==> config.mk <==
export PLATFORM = sky130hd
export DESIGN_NAME = tracker_mode_controller_core
export DESIGN_NICKNAME = d
export VERILOG_FILES = /design/src/rtl/tmc_pkg.sv /design/src/rtl/tracker_mode_controller_core.sv
export SDC_FILE = /design/constraint.sdc
export NUM_CORES = 1
export LEC_CHECK = 0
export BUFFER_PORTS_ARGS = -buffer_cell sky130_fd_sc_hd__buf_4
export CORE_AREA = 8 8 120 122
export CTS_BUF_LIST = sky130_fd_sc_hd__clkbuf_4 sky130_fd_sc_hd__clkbuf_8
export CTS_CLUSTER_DIAMETER = 120
export DETAILED_ROUTE_END_ITERATION = 7
export DIE_AREA = 0 0 128 130
export PLACE_DENSITY_LB_ADDON = 0.1
export SYNTH_ARGS = -nofsm -noshare
export SYNTH_HDL_FRONTEND = slang
export SYNTH_SLANG_ARGS = --single-unit
export TNS_END_PERCENT = 100
==> constraint.sdc <==
create_clock -name aclk -period 9.4 [get_ports aclk]
set_clock_uncertainty 0.05 [all_clocks]
set_input_delay 2.35 -clock aclk [delete_from_list [all_inputs] [get_ports aclk]]
set_output_delay 2.35 -clock aclk [all_outputs]
set_load 0.01 [all_outputs]
==> src/rtl/tmc_pkg.sv <==
// ----------------------------------------------------------------------------
// tmc_pkg
// Shared types and constants for the tracker mode controller.
// ----------------------------------------------------------------------------
package tmc_pkg;

    localparam int unsigned LIGHT_W  = 10;
    localparam int unsigned HOUR_W   = 5;
    localparam int unsigned MINUTE_W = 6;
    localparam int unsigned TOD_W    = 11;
    localparam int unsigned CONF_W   = 16;
    localparam int unsigned COUNT_W  = 20;
    localparam int unsigned CFG_IDX_W  = 3;
    localparam int unsigned CFG_DATA_W = 16;

    localparam logic [LIGHT_W-1:0] READING_MIN   = 10'd21;
    localparam logic [LIGHT_W-1:0] READING_MAX   = 10'd999;
    localparam logic [6:0]         MIN_PER_HOUR  = 7'd60;
    localparam logic [3:0]         SAMPLES_PER_S = 4'd10;
    localparam logic [COUNT_W-1:0] COUNT_MAX     = '1;

    typedef enum logic [2:0] {
        MODE_INIT     = 3'd0,
        MODE_TRACKING = 3'd1,
        MODE_CLOUD    = 3'd2,
        MODE_NIGHT    = 3'd3,
        MODE_FAULT    = 3'd4
    } mode_t;

    typedef enum logic [CFG_IDX_W-1:0] {
        CFG_CLOUD_ENTRY = 3'd0,
        CFG_CLOUD_EXIT  = 3'd1,
        CFG_CONFIRM     = 3'd2,
        CFG_NIGHT_START = 3'd3,
        CFG_NIGHT_END   = 3'd4
    } cfg_index_t;

endpackage

==> src/rtl/tracker_mode_controller_core.sv <==
// ----------------------------------------------------------------------------
// tracker_mode_controller_core
// Mode controller for a two-sensor light tracker, one result per sample.
// Each sample passes through the input register and then the result register.
// Throughput: one sample per cycle while the result is taken; input register frees as the result moves on.
// Reset (aresetn, synchronous): mode init, low-sample count and all settings zero.
// ----------------------------------------------------------------------------
module tracker_mode_controller_core (
    input  logic                              aclk,
    input  logic                              aresetn,
    input  logic                              cfg_wr_en,
    input  logic [tmc_pkg::CFG_IDX_W-1:0]     cfg_addr,
    input  logic [tmc_pkg::CFG_DATA_W-1:0]    cfg_wr_data,
    input  logic                              s_valid,
    output logic                              s_ready,
    input  logic [tmc_pkg::LIGHT_W-1:0]       s_east_light,
    input  logic [tmc_pkg::LIGHT_W-1:0]       s_west_light,
    input  logic [tmc_pkg::HOUR_W-1:0]        s_hour_of_day,
    input  logic [tmc_pkg::MINUTE_W-1:0]      s_minute_of_hour,
    output logic                              m_valid,
    input  logic                              m_ready,
    output logic [2:0]                        m_mode,
    output logic                              m_mode_changed
);

    logic [tmc_pkg::LIGHT_W-1:0]  cloud_entry_reg;
    logic [tmc_pkg::LIGHT_W-1:0]  cloud_exit_reg;
    logic [tmc_pkg::CONF_W-1:0]   confirm_reg;
    logic [tmc_pkg::TOD_W-1:0]    night_start_reg;
    logic [tmc_pkg::TOD_W-1:0]    night_end_reg;

    logic                         in_valid_reg;
    logic [tmc_pkg::LIGHT_W-1:0]  east_reg;
    logic [tmc_pkg::LIGHT_W-1:0]  west_reg;
    logic [tmc_pkg::HOUR_W-1:0]   hour_reg;
    logic [tmc_pkg::MINUTE_W-1:0] minute_reg;

    tmc_pkg::mode_t               mode_reg, mode_next;
    logic [tmc_pkg::COUNT_W-1:0]  low_count_reg, low_count_next;

    logic                         out_valid_reg;
    logic [2:0]                   out_mode_reg;
    logic                         out_changed_reg;

    logic                         out_free;
    logic                         advance;
    logic [tmc_pkg::TOD_W-1:0]    tod;
    logic [tmc_pkg::LIGHT_W:0]    light_sum;
    logic [tmc_pkg::LIGHT_W-1:0]  level;
    logic [tmc_pkg::COUNT_W-1:0]  need;
    logic [tmc_pkg::COUNT_W-1:0]  count_inc;
    logic                         night_window;
    logic                         readings_ok;

    assign out_free = !out_valid_reg || m_ready;
    assign advance  = in_valid_reg && out_free;
    assign s_ready  = !in_valid_reg || out_free;

    assign m_valid        = out_valid_reg;
    assign m_mode         = out_mode_reg;
    assign m_mode_changed = out_changed_reg;

    // settings
    always_ff @(posedge aclk) begin
        if (!aresetn) begin
            cloud_entry_reg <= '0;
            cloud_exit_reg  <= '0;
            confirm_reg     <= '0;
            night_start_reg <= '0;
            night_end_reg   <= '0;
        end else if (cfg_wr_en) begin
            unique case (cfg_addr)
                tmc_pkg::CFG_CLOUD_ENTRY: cloud_entry_reg <= cfg_wr_data[tmc_pkg::LIGHT_W-1:0];
                tmc_pkg::CFG_CLOUD_EXIT:  cloud_exit_reg  <= cfg_wr_data[tmc_pkg::LIGHT_W-1:0];
                tmc_pkg::CFG_CONFIRM:     confirm_reg     <= cfg_wr_data[tmc_pkg::CONF_W-1:0];
                tmc_pkg::CFG_NIGHT_START: night_start_reg <= cfg_wr_data[tmc_pkg::TOD_W-1:0];
                tmc_pkg::CFG_NIGHT_END:   night_end_reg   <= cfg_wr_data[tmc_pkg::TOD_W-1:0];
                default: ;
            endcase
        end
    end

    // input register
    always_ff @(posedge aclk) begin
        if (!aresetn) begin
            in_valid_reg <= 1'b0;
        end else if (s_ready) begin
            in_valid_reg <= s_valid;
        end
    end

    always_ff @(posedge aclk) begin
        if (s_valid && s_ready) begin
            east_reg   <= s_east_light;
            west_reg   <= s_west_light;
            hour_reg   <= s_hour_of_day;
            minute_reg <= s_minute_of_hour;
        end
    end

    // sample evaluation
    always_comb begin
        tod       = tmc_pkg::TOD_W'(hour_reg) * tmc_pkg::TOD_W'(tmc_pkg::MIN_PER_HOUR)
                    + tmc_pkg::TOD_W'(minute_reg);
        light_sum = {1'b0, east_reg} + {1'b0, west_reg};
        level     = light_sum[tmc_pkg::LIGHT_W:1];
        need      = tmc_pkg::COUNT_W'(confirm_reg)
                    * tmc_pkg::COUNT_W'(tmc_pkg::SAMPLES_PER_S);
        count_inc = (low_count_reg < tmc_pkg::COUNT_MAX) ? low_count_reg + 1'b1 : low_count_reg;

        if (night_start_reg >= night_end_reg) begin
            night_window = (tod >= night_start_reg) || (tod < night_end_reg);
        end else begin
            night_window = (tod >= night_start_reg) && (tod < night_end_reg);
        end

        readings_ok = (east_reg >= tmc_pkg::READING_MIN) && (east_reg <= tmc_pkg::READING_MAX) &&
                      (west_reg >= tmc_pkg::READING_MIN) && (west_reg <= tmc_pkg::READING_MAX);

        mode_next      = mode_reg;
        low_count_next = low_count_reg;
        if (night_window) begin
            mode_next      = tmc_pkg::MODE_NIGHT;
            low_count_next = '0;
        end else if (!readings_ok) begin
            mode_next      = tmc_pkg::MODE_FAULT;
            low_count_next = '0;
        end else begin
            unique case (mode_reg)
                tmc_pkg::MODE_INIT, tmc_pkg::MODE_NIGHT, tmc_pkg::MODE_FAULT: begin
                    mode_next      = tmc_pkg::MODE_TRACKING;
                    low_count_next = '0;
                end
                tmc_pkg::MODE_CLOUD: begin
                    if (level >= cloud_exit_reg) begin
                        mode_next      = tmc_pkg::MODE_TRACKING;
                        low_count_next = '0;
                    end
                end
                tmc_pkg::MODE_TRACKING: begin
                    if (level <= cloud_entry_reg) begin
                        if (count_inc >= need) begin
                            mode_next      = tmc_pkg::MODE_CLOUD;
                            low_count_next = '0;
                        end else begin
                            low_count_next = count_inc;
                        end
                    end else begin
                        low_count_next = '0;
                    end
                end
                default: ;
            endcase
        end
    end

    // mode state and result register
    always_ff @(posedge aclk) begin
        if (!aresetn) begin
            mode_reg      <= tmc_pkg::MODE_INIT;
            low_count_reg <= '0;
            out_valid_reg <= 1'b0;
        end else begin
            if (advance) begin
                mode_reg      <= mode_next;
                low_count_reg <= low_count_next;
            end
            if (out_free) begin
                out_valid_reg <= in_valid_reg;
            end
        end
    end

    always_ff @(posedge aclk) begin
        if (advance) begin
            out_mode_reg    <= mode_next;
            out_changed_reg <= (mode_next != mode_reg);
        end
    end

    // checks
    a_result_tracks_state: assert property (@(posedge aclk) disable iff (!aresetn)
        out_valid_reg |-> (out_mode_reg == mode_reg))
        else $error("result mode differs from held mode");

    a_count_only_tracking: assert property (@(posedge aclk) disable iff (!aresetn)
        (low_count_reg != '0) |-> (mode_reg == tmc_pkg::MODE_TRACKING))
        else $error("low-sample count held outside tracking");

    a_stall_only_when_full: assert property (@(posedge aclk) disable iff (!aresetn)
        !s_ready |-> (in_valid_reg && out_valid_reg && !m_ready))
        else $error("request refused with free space");

    a_cloud_from_tracking: assert property (@(posedge aclk) disable iff (!aresetn)
        (advance && mode_next == tmc_pkg::MODE_CLOUD && mode_reg != tmc_pkg::MODE_CLOUD)
        |-> (mode_reg == tmc_pkg::MODE_TRACKING))
        else $error("cloud hold entered from a mode other than tracking");

endmodule
==> Word-level counts from Yosys, hierarchy flattened <==
Index checks and enable logic that the tools add are counted.
{ "totals": {"regBits": 118, "inputBits": 55, "output_inout_bits": 6, "word_cells": 76} }
{ "classes": {"addsub": 3, "mul": 2, "n_lt_le_gt_ge": 11, "eq_ne": 11, "muxes": 14, "n_reduce_logical": 20} }
{ "ops": {"columns": ["operator", "n"], "rows": [
  ["20-bit two-way mux", 6],
  ["20-bit case mux with 3 select lines", 1],
  ["11-bit greater-or-equal comparator", 2],
  ["20-bit by 1-bit adder with 20-bit output, second input constant", 1],
  ["10-bit by 5-bit greater-or-equal comparator with 1-bit output, second input constant", 2],
  ["20-bit greater-or-equal comparator", 1],
  ["10-bit less-or-equal comparator, second input constant", 2],
  ["20-bit less-than comparator, second input constant", 1],
  ["16-bit by 3-bit multiplier with 19-bit output, second input constant", 1],
  ["3-bit two-way mux", 5],
  ["3-bit by 2-bit equality test with 1-bit output, second input constant", 4],
  ["10-bit by 10-bit adder with 11-bit output", 1],
  ["11-bit by 6-bit adder with 11-bit output", 1],
  ["11-bit less-than comparator", 1],
  ["10-bit greater-or-equal comparator", 1],
  ["10-bit less-or-equal comparator", 1],
  ["2-bit AND reduction", 5],
  ["5-bit by 4-bit multiplier with 9-bit output, second input constant", 1],
  ["3-bit case mux with 3 select lines", 1],
  ["3-bit by 1-bit equality test with 1-bit output, second input constant", 2],
  ["3-bit equality test, second input constant", 2],
  ["1-bit logical AND", 6],
  ["3-bit zero test", 2],
  ["5-bit by 2-bit != test with 1-bit output, second input constant", 1],
  ["7 further kinds", 10]
]} }

==> Longest topological paths before layout <==
{ "logic_depth": {"ltp_word": 9, "mapped_depth": 23} }

==> Worst setup path before layout <==
No wires, ideal clock.
{ "synth_timing": {"kind": "input to output", "start": "input port m_ready", "end": "output port s_ready", "arrival_time_ns": 2.647, "path_slack_ns": 4.353, "cell_stages": 2, "cell_sequence": "nor2b_1 -> nand2_1"} }
{ "synth_between": {"elab_chain_cells": 2} }
{ "synth_lines": {"columns": ["element", "line_no", "text"], "rows": [
  ["from (decl)", "tracker_mode_controller_core.sv:21", "input logic m_ready,"],
  ["1-bit logical OR", "tracker_mode_controller_core.sv:55", "assign out_free = !out_valid_reg || m_ready;"],
  ["1-bit logical OR", "tracker_mode_controller_core.sv:57", "assign s_ready = !in_valid_reg || out_free;"],
  ["to (decl)", "tracker_mode_controller_core.sv:15", "output logic s_ready,"]
]} }
Every way passes these cells.

==> Worst setup path in the final report <==
{ "layout_timing": {"start": "register hour_reg[0] in the netlist's numbering", "end": "register low_count_reg[6] in the netlist's numbering"} }
{ "layout_between": {"elab_chain_cells": 7, "elab_cells_between_ends": 11, "classes_between": "add/sub (1); mul (1); order compare (2); eq/ne (2); mux (2); reduce/logical (3)"} }
{ "layout_lines": {"columns": ["element", "line_no", "text"], "rows": [
  ["from (decl)", "tracker_mode_controller_core.sv:35", "logic [tmc_pkg::HOUR_W-1:0] hour_reg;"],
  ["from (signal assigned)", "tracker_mode_controller_core.sv:96", "hour_reg <= s_hour_of_day;"],
  ["5-bit by 4-bit multiplier with 9-bit output *", "tracker_mode_controller_core.sv:103", "tod = tmc_pkg::TOD_W'(hour_reg) * tmc_pkg::TOD_W'(tmc_pkg::MIN_PER_HOUR)"],
  ["11-bit by 6-bit adder with 11-bit output *", "tracker_mode_controller_core.sv:104", "+ tmc_pkg::TOD_W'(minute_reg);"],
  ["11-bit greater-or-equal comparator / 11-bit less-than comparator (equally long branches)", "tracker_mode_controller_core.sv:112, tracker_mode_controller_core.sv:114", null],
  ["1-bit logical AND / 1-bit logical OR (equally long branches)", "tracker_mode_controller_core.sv:114, tracker_mode_controller_core.sv:112", null],
  ["1-bit two-way mux *", "tracker_mode_controller_core.sv:111", "if (night_start_reg >= night_end_reg) begin"],
  ["5-bit by 2-bit != test with 1-bit output (no source line) / 4-bit != test (equally long branches)", null, null],
  ["3-bit AND reduction (no source line)", null, null],
  ["to (signal assigned)", "tracker_mode_controller_core.sv:166", "low_count_reg <= low_count_next;"],
  ["to (decl)", "tracker_mode_controller_core.sv:39", "logic [tmc_pkg::COUNT_W-1:0] low_count_reg, low_count_next;"]
]} }
Every way passes the cells marked *; elsewhere a longest branch is shown, timed or not.
A chain may end at the register's enable or synchronous reset.

==> metrics.md <==
| Metric | Value |
|---|---|
| Top post-synthesis cells by area | dfxtp_1 20%, ha_1 19%, edfxtp_1 13% |
| Filler cells | about 1,000 |
| Die Y | roughly 130 um |
| CTS tree | built |
| GRT Overall Usage | between 20% and 30% |
| Vias in the first global route | roughly 6,300 |
| Antenna diodes | 0 |
| Largest area contributor in the netlist | dfxtp_1 |
| Vias/cell | around 5.6 |
| Rel. slew slack | between 30% and 40% |
| CTS root buf | clkbuf_8 |
| Die Span X | ~130 um |
| TritonCTS Buffers | 17 |
| Number of max-cap violations | 0 |
| Synth top area share | between 20 and 25% |
| Core region area | between 10,000 and 15,000 um2 |
| GPL Wtd Cong | 0.827 |
| Setup crit start kind | flop |
| Ys async rst share | 0% |
| Worst skew pair latency | between 400 and 500 ps |
| Number of remaining DRC errors | 0 |
| Dpl cell area | 8760 um2 |
| Actual slew at the worst max-slew pin | 983 ps |
| Post-DP HPWL | between 10,000 and 15,000 um |
| Die Area | between 15,000 and 20,000 um2 |
| Initial antenna violation count | 0 |
| Mapped Cells | 936 |
| Port-buffer cells | 60 |
| Area of the multi-input gates | 5050 um2 |
| Critical-path maximum fanout | 13 |
| Post-CTS setup buffer count | 0 |
| Yosys warning total | 0 |
| Final hold violations | 0 |
| Leading cell types in the layout, fill and taps excluded | 155 x nand2_1, 125 x ha_1, 108 x a21oi_1 |
| FF+latch count, synth | 118 |
| Clock Sinks | 118 |
| CTS Buffer Depth | 2 |
| H-tree levels | 4 |
| Initial Util | 66.2% |
| DRT Pass-1 Iters | 5 |
| Hold_buf cts | 0 |
| IO Count | 61 |
| Commonest non-fill, non-tap cell in the layout | nand2_1 |
| Tcrit/Tclk final | ~59% |
| CP arrival | 5880 ps |
| Status | completed |
| Lkg Pwr | between 3 and 4 nW |
| Nets@finish | roughly 1,200 |
| Minimum clock period | approximately 5500 ps |
| Hold Slack | between 400 and 500 ps |
| Largest register FFs | 20 |
| Final Cell Area | 9200 um2 |
| Register Area | 2710 um2 |
| First-pass GRT wire length | around 28,000 um |
| Clk pin slew, worst setup/hold paths | approximately 80 ps |
| Worst slack, placed | between 3000 and 4000 ps |
| Initial DRC count | 295 |
| Critical Path RT | between 9000 and 10,000 ps |
| Post-synth EDFFs | 35 |
| Worst vdd ir | about 180 uV |
| Routed Antenna Nets | 0 |
| Synthesized Nets | ~1,100 |
| DR WL/cell | approximately 14 um |
| Post-CTS sizing | 0 |
| Fmax | approximately 180 MHz |
| Seq/Total Area, Yosys | about a third |
| Row cnt | just over 40 |
| Main flop type after synthesis | dfxtp_1 |
| Distinct cells, synth | between 60 and 70 |
| Final WS setup | 3850 ps |
| Cell area after synthesis | around 8000 um2 |
| Largest net degree at the start of global routing | 71 |
| Count of pins over their slew limit | 0 |
| Remaining Overflow, GRT | 0 |
| Hold Crit Class | flop to flop |
| Worst Setup End Kind | flop |
| WS Path Type | flop to flop |
| Pwr Density | ~160 nW/um2 |
| Share of layout cells above drive strength 1 | between 10% and 20% |
| Vias | ~6,600 |
| Syn_area_per_cell | between 8 and 9 um2 |
| Final wirelength | between 15,000 and 20,000 um |
| RSZ-0062 raised after global routing | no |
| Final count of negative-setup-slack endpoints | 0 |
| Fin Setup TNS | 0 ps |
| P&R area growth vs syn | 12.0% |
Yosys cell counts, drive strengths merged, types with 2 or more instances:
cell type  number
nand2         157
ha            125
a21oi         109
inv            85
dfxtp          83
nor2           37
edfxtp         35
o21ai          32
xnor2          32
nand3          24
clkbuf         19
nor3           19
xor2           18
a21o           15
a32o           12
and3           12
nand4          11
fa             10
nor2b           9
o21a            9
a31oi           8
and2            8
buf             7
nand2b          7
o21bai          7
a211oi          5
or2             4
a211o           3
nand3b          3
o211ai          3
a221oi          2
o2111ai         2
o211a           2
o31ai           2
o41ai           2
power breakdown:
part | total [mW] | internal, mW | switching [mW]
clock network | 0.499 | 0.291 | 0.208
registers | 0.558 | 0.545 | 0.0122
logic | 0.438 | 0.189 | 0.250
final timing paths:
check,start,end,slack (ps),cells past startpoint
worst min register to register,cloud_exit_reg[4],cloud_exit_reg[4],410,2
worst max-delay path,hour_reg[0],low_count_reg[6],3850,18
worst min-delay path,cloud_exit_reg[4],cloud_exit_reg[4],410,2
worst max register to register,hour_reg[0],low_count_reg[6],3850,18
final cells by class:
cell class / count / area share, %
flip-flops and latches: 118 / 29.5
multi-input cells: 706 / 54.9
well taps: 172 / 2.34
clock buffers: 21 / 3.14
repair buffers: 62 / 5.06
clock inverters: 11 / 1.59
inverters: 86 / 3.51
cells by family (layout without fill, tap and decap cells):
group | Yosys count | count (layout) | synth area share, %
AND/OR/NAND/NOR | 298 | 298 | 17.2
multiplexers | 1 | 1 | 0.122
AO/OA/AOI/OAI | 222 | 222 | 17.3
buffers and inverters | 112 | 180 | 5.56
flip-flops | 118 | 118 | 33.0
XOR/XNOR | 50 | 50 | 5.33
adder cells (fa/ha/maj) | 135 | 135 | 21.5
metal layers:
metal / track usage, % / vias up / part of all wire, %
met5: 0 / - / 0
met4: 8.25 / 0 / 1.9
met3: 3.75 / 20 / 2.7
met2: 36.0 / 107 / 48
met1: 24.6 / 3090 / 47
li1: - / 3398 / -
stage by stage:
| step | power, mW | cells | utilization [%] |
|---|---|---|---|
| 2_1_floorplan | 0.911 | 936 | - |
| 3_3_place_gp | 0.993 | 1144 | 70.6 |
| 3_5_place_dp | 1.00 | 1144 | 70.6 |
| 4_1_cts | 1.50 | 1176 | 74.1 |
| 5_1_grt | 1.58 | 1176 | 74.1 |
| 6_report | 1.49 | 1176 | 74.1 |
critical path, stage by stage, from the launching register on:
cell and delay [ps]:
edfxtp_1 460, fa_1 590, inv_1 60, fa_1 480, fa_1 490, inv_1 40, ha_1 300, nand2b_1 60
a21oi_1 210, nand3_1 130, xnor2_1 240, ha_1 280, a2111o_1 440, nor2_1 110, o21ai_0 140, a21oi_1 190
o21ai_2 220, nor4_4 750, a32o_1 260
(Power assumes the default switching activity.)
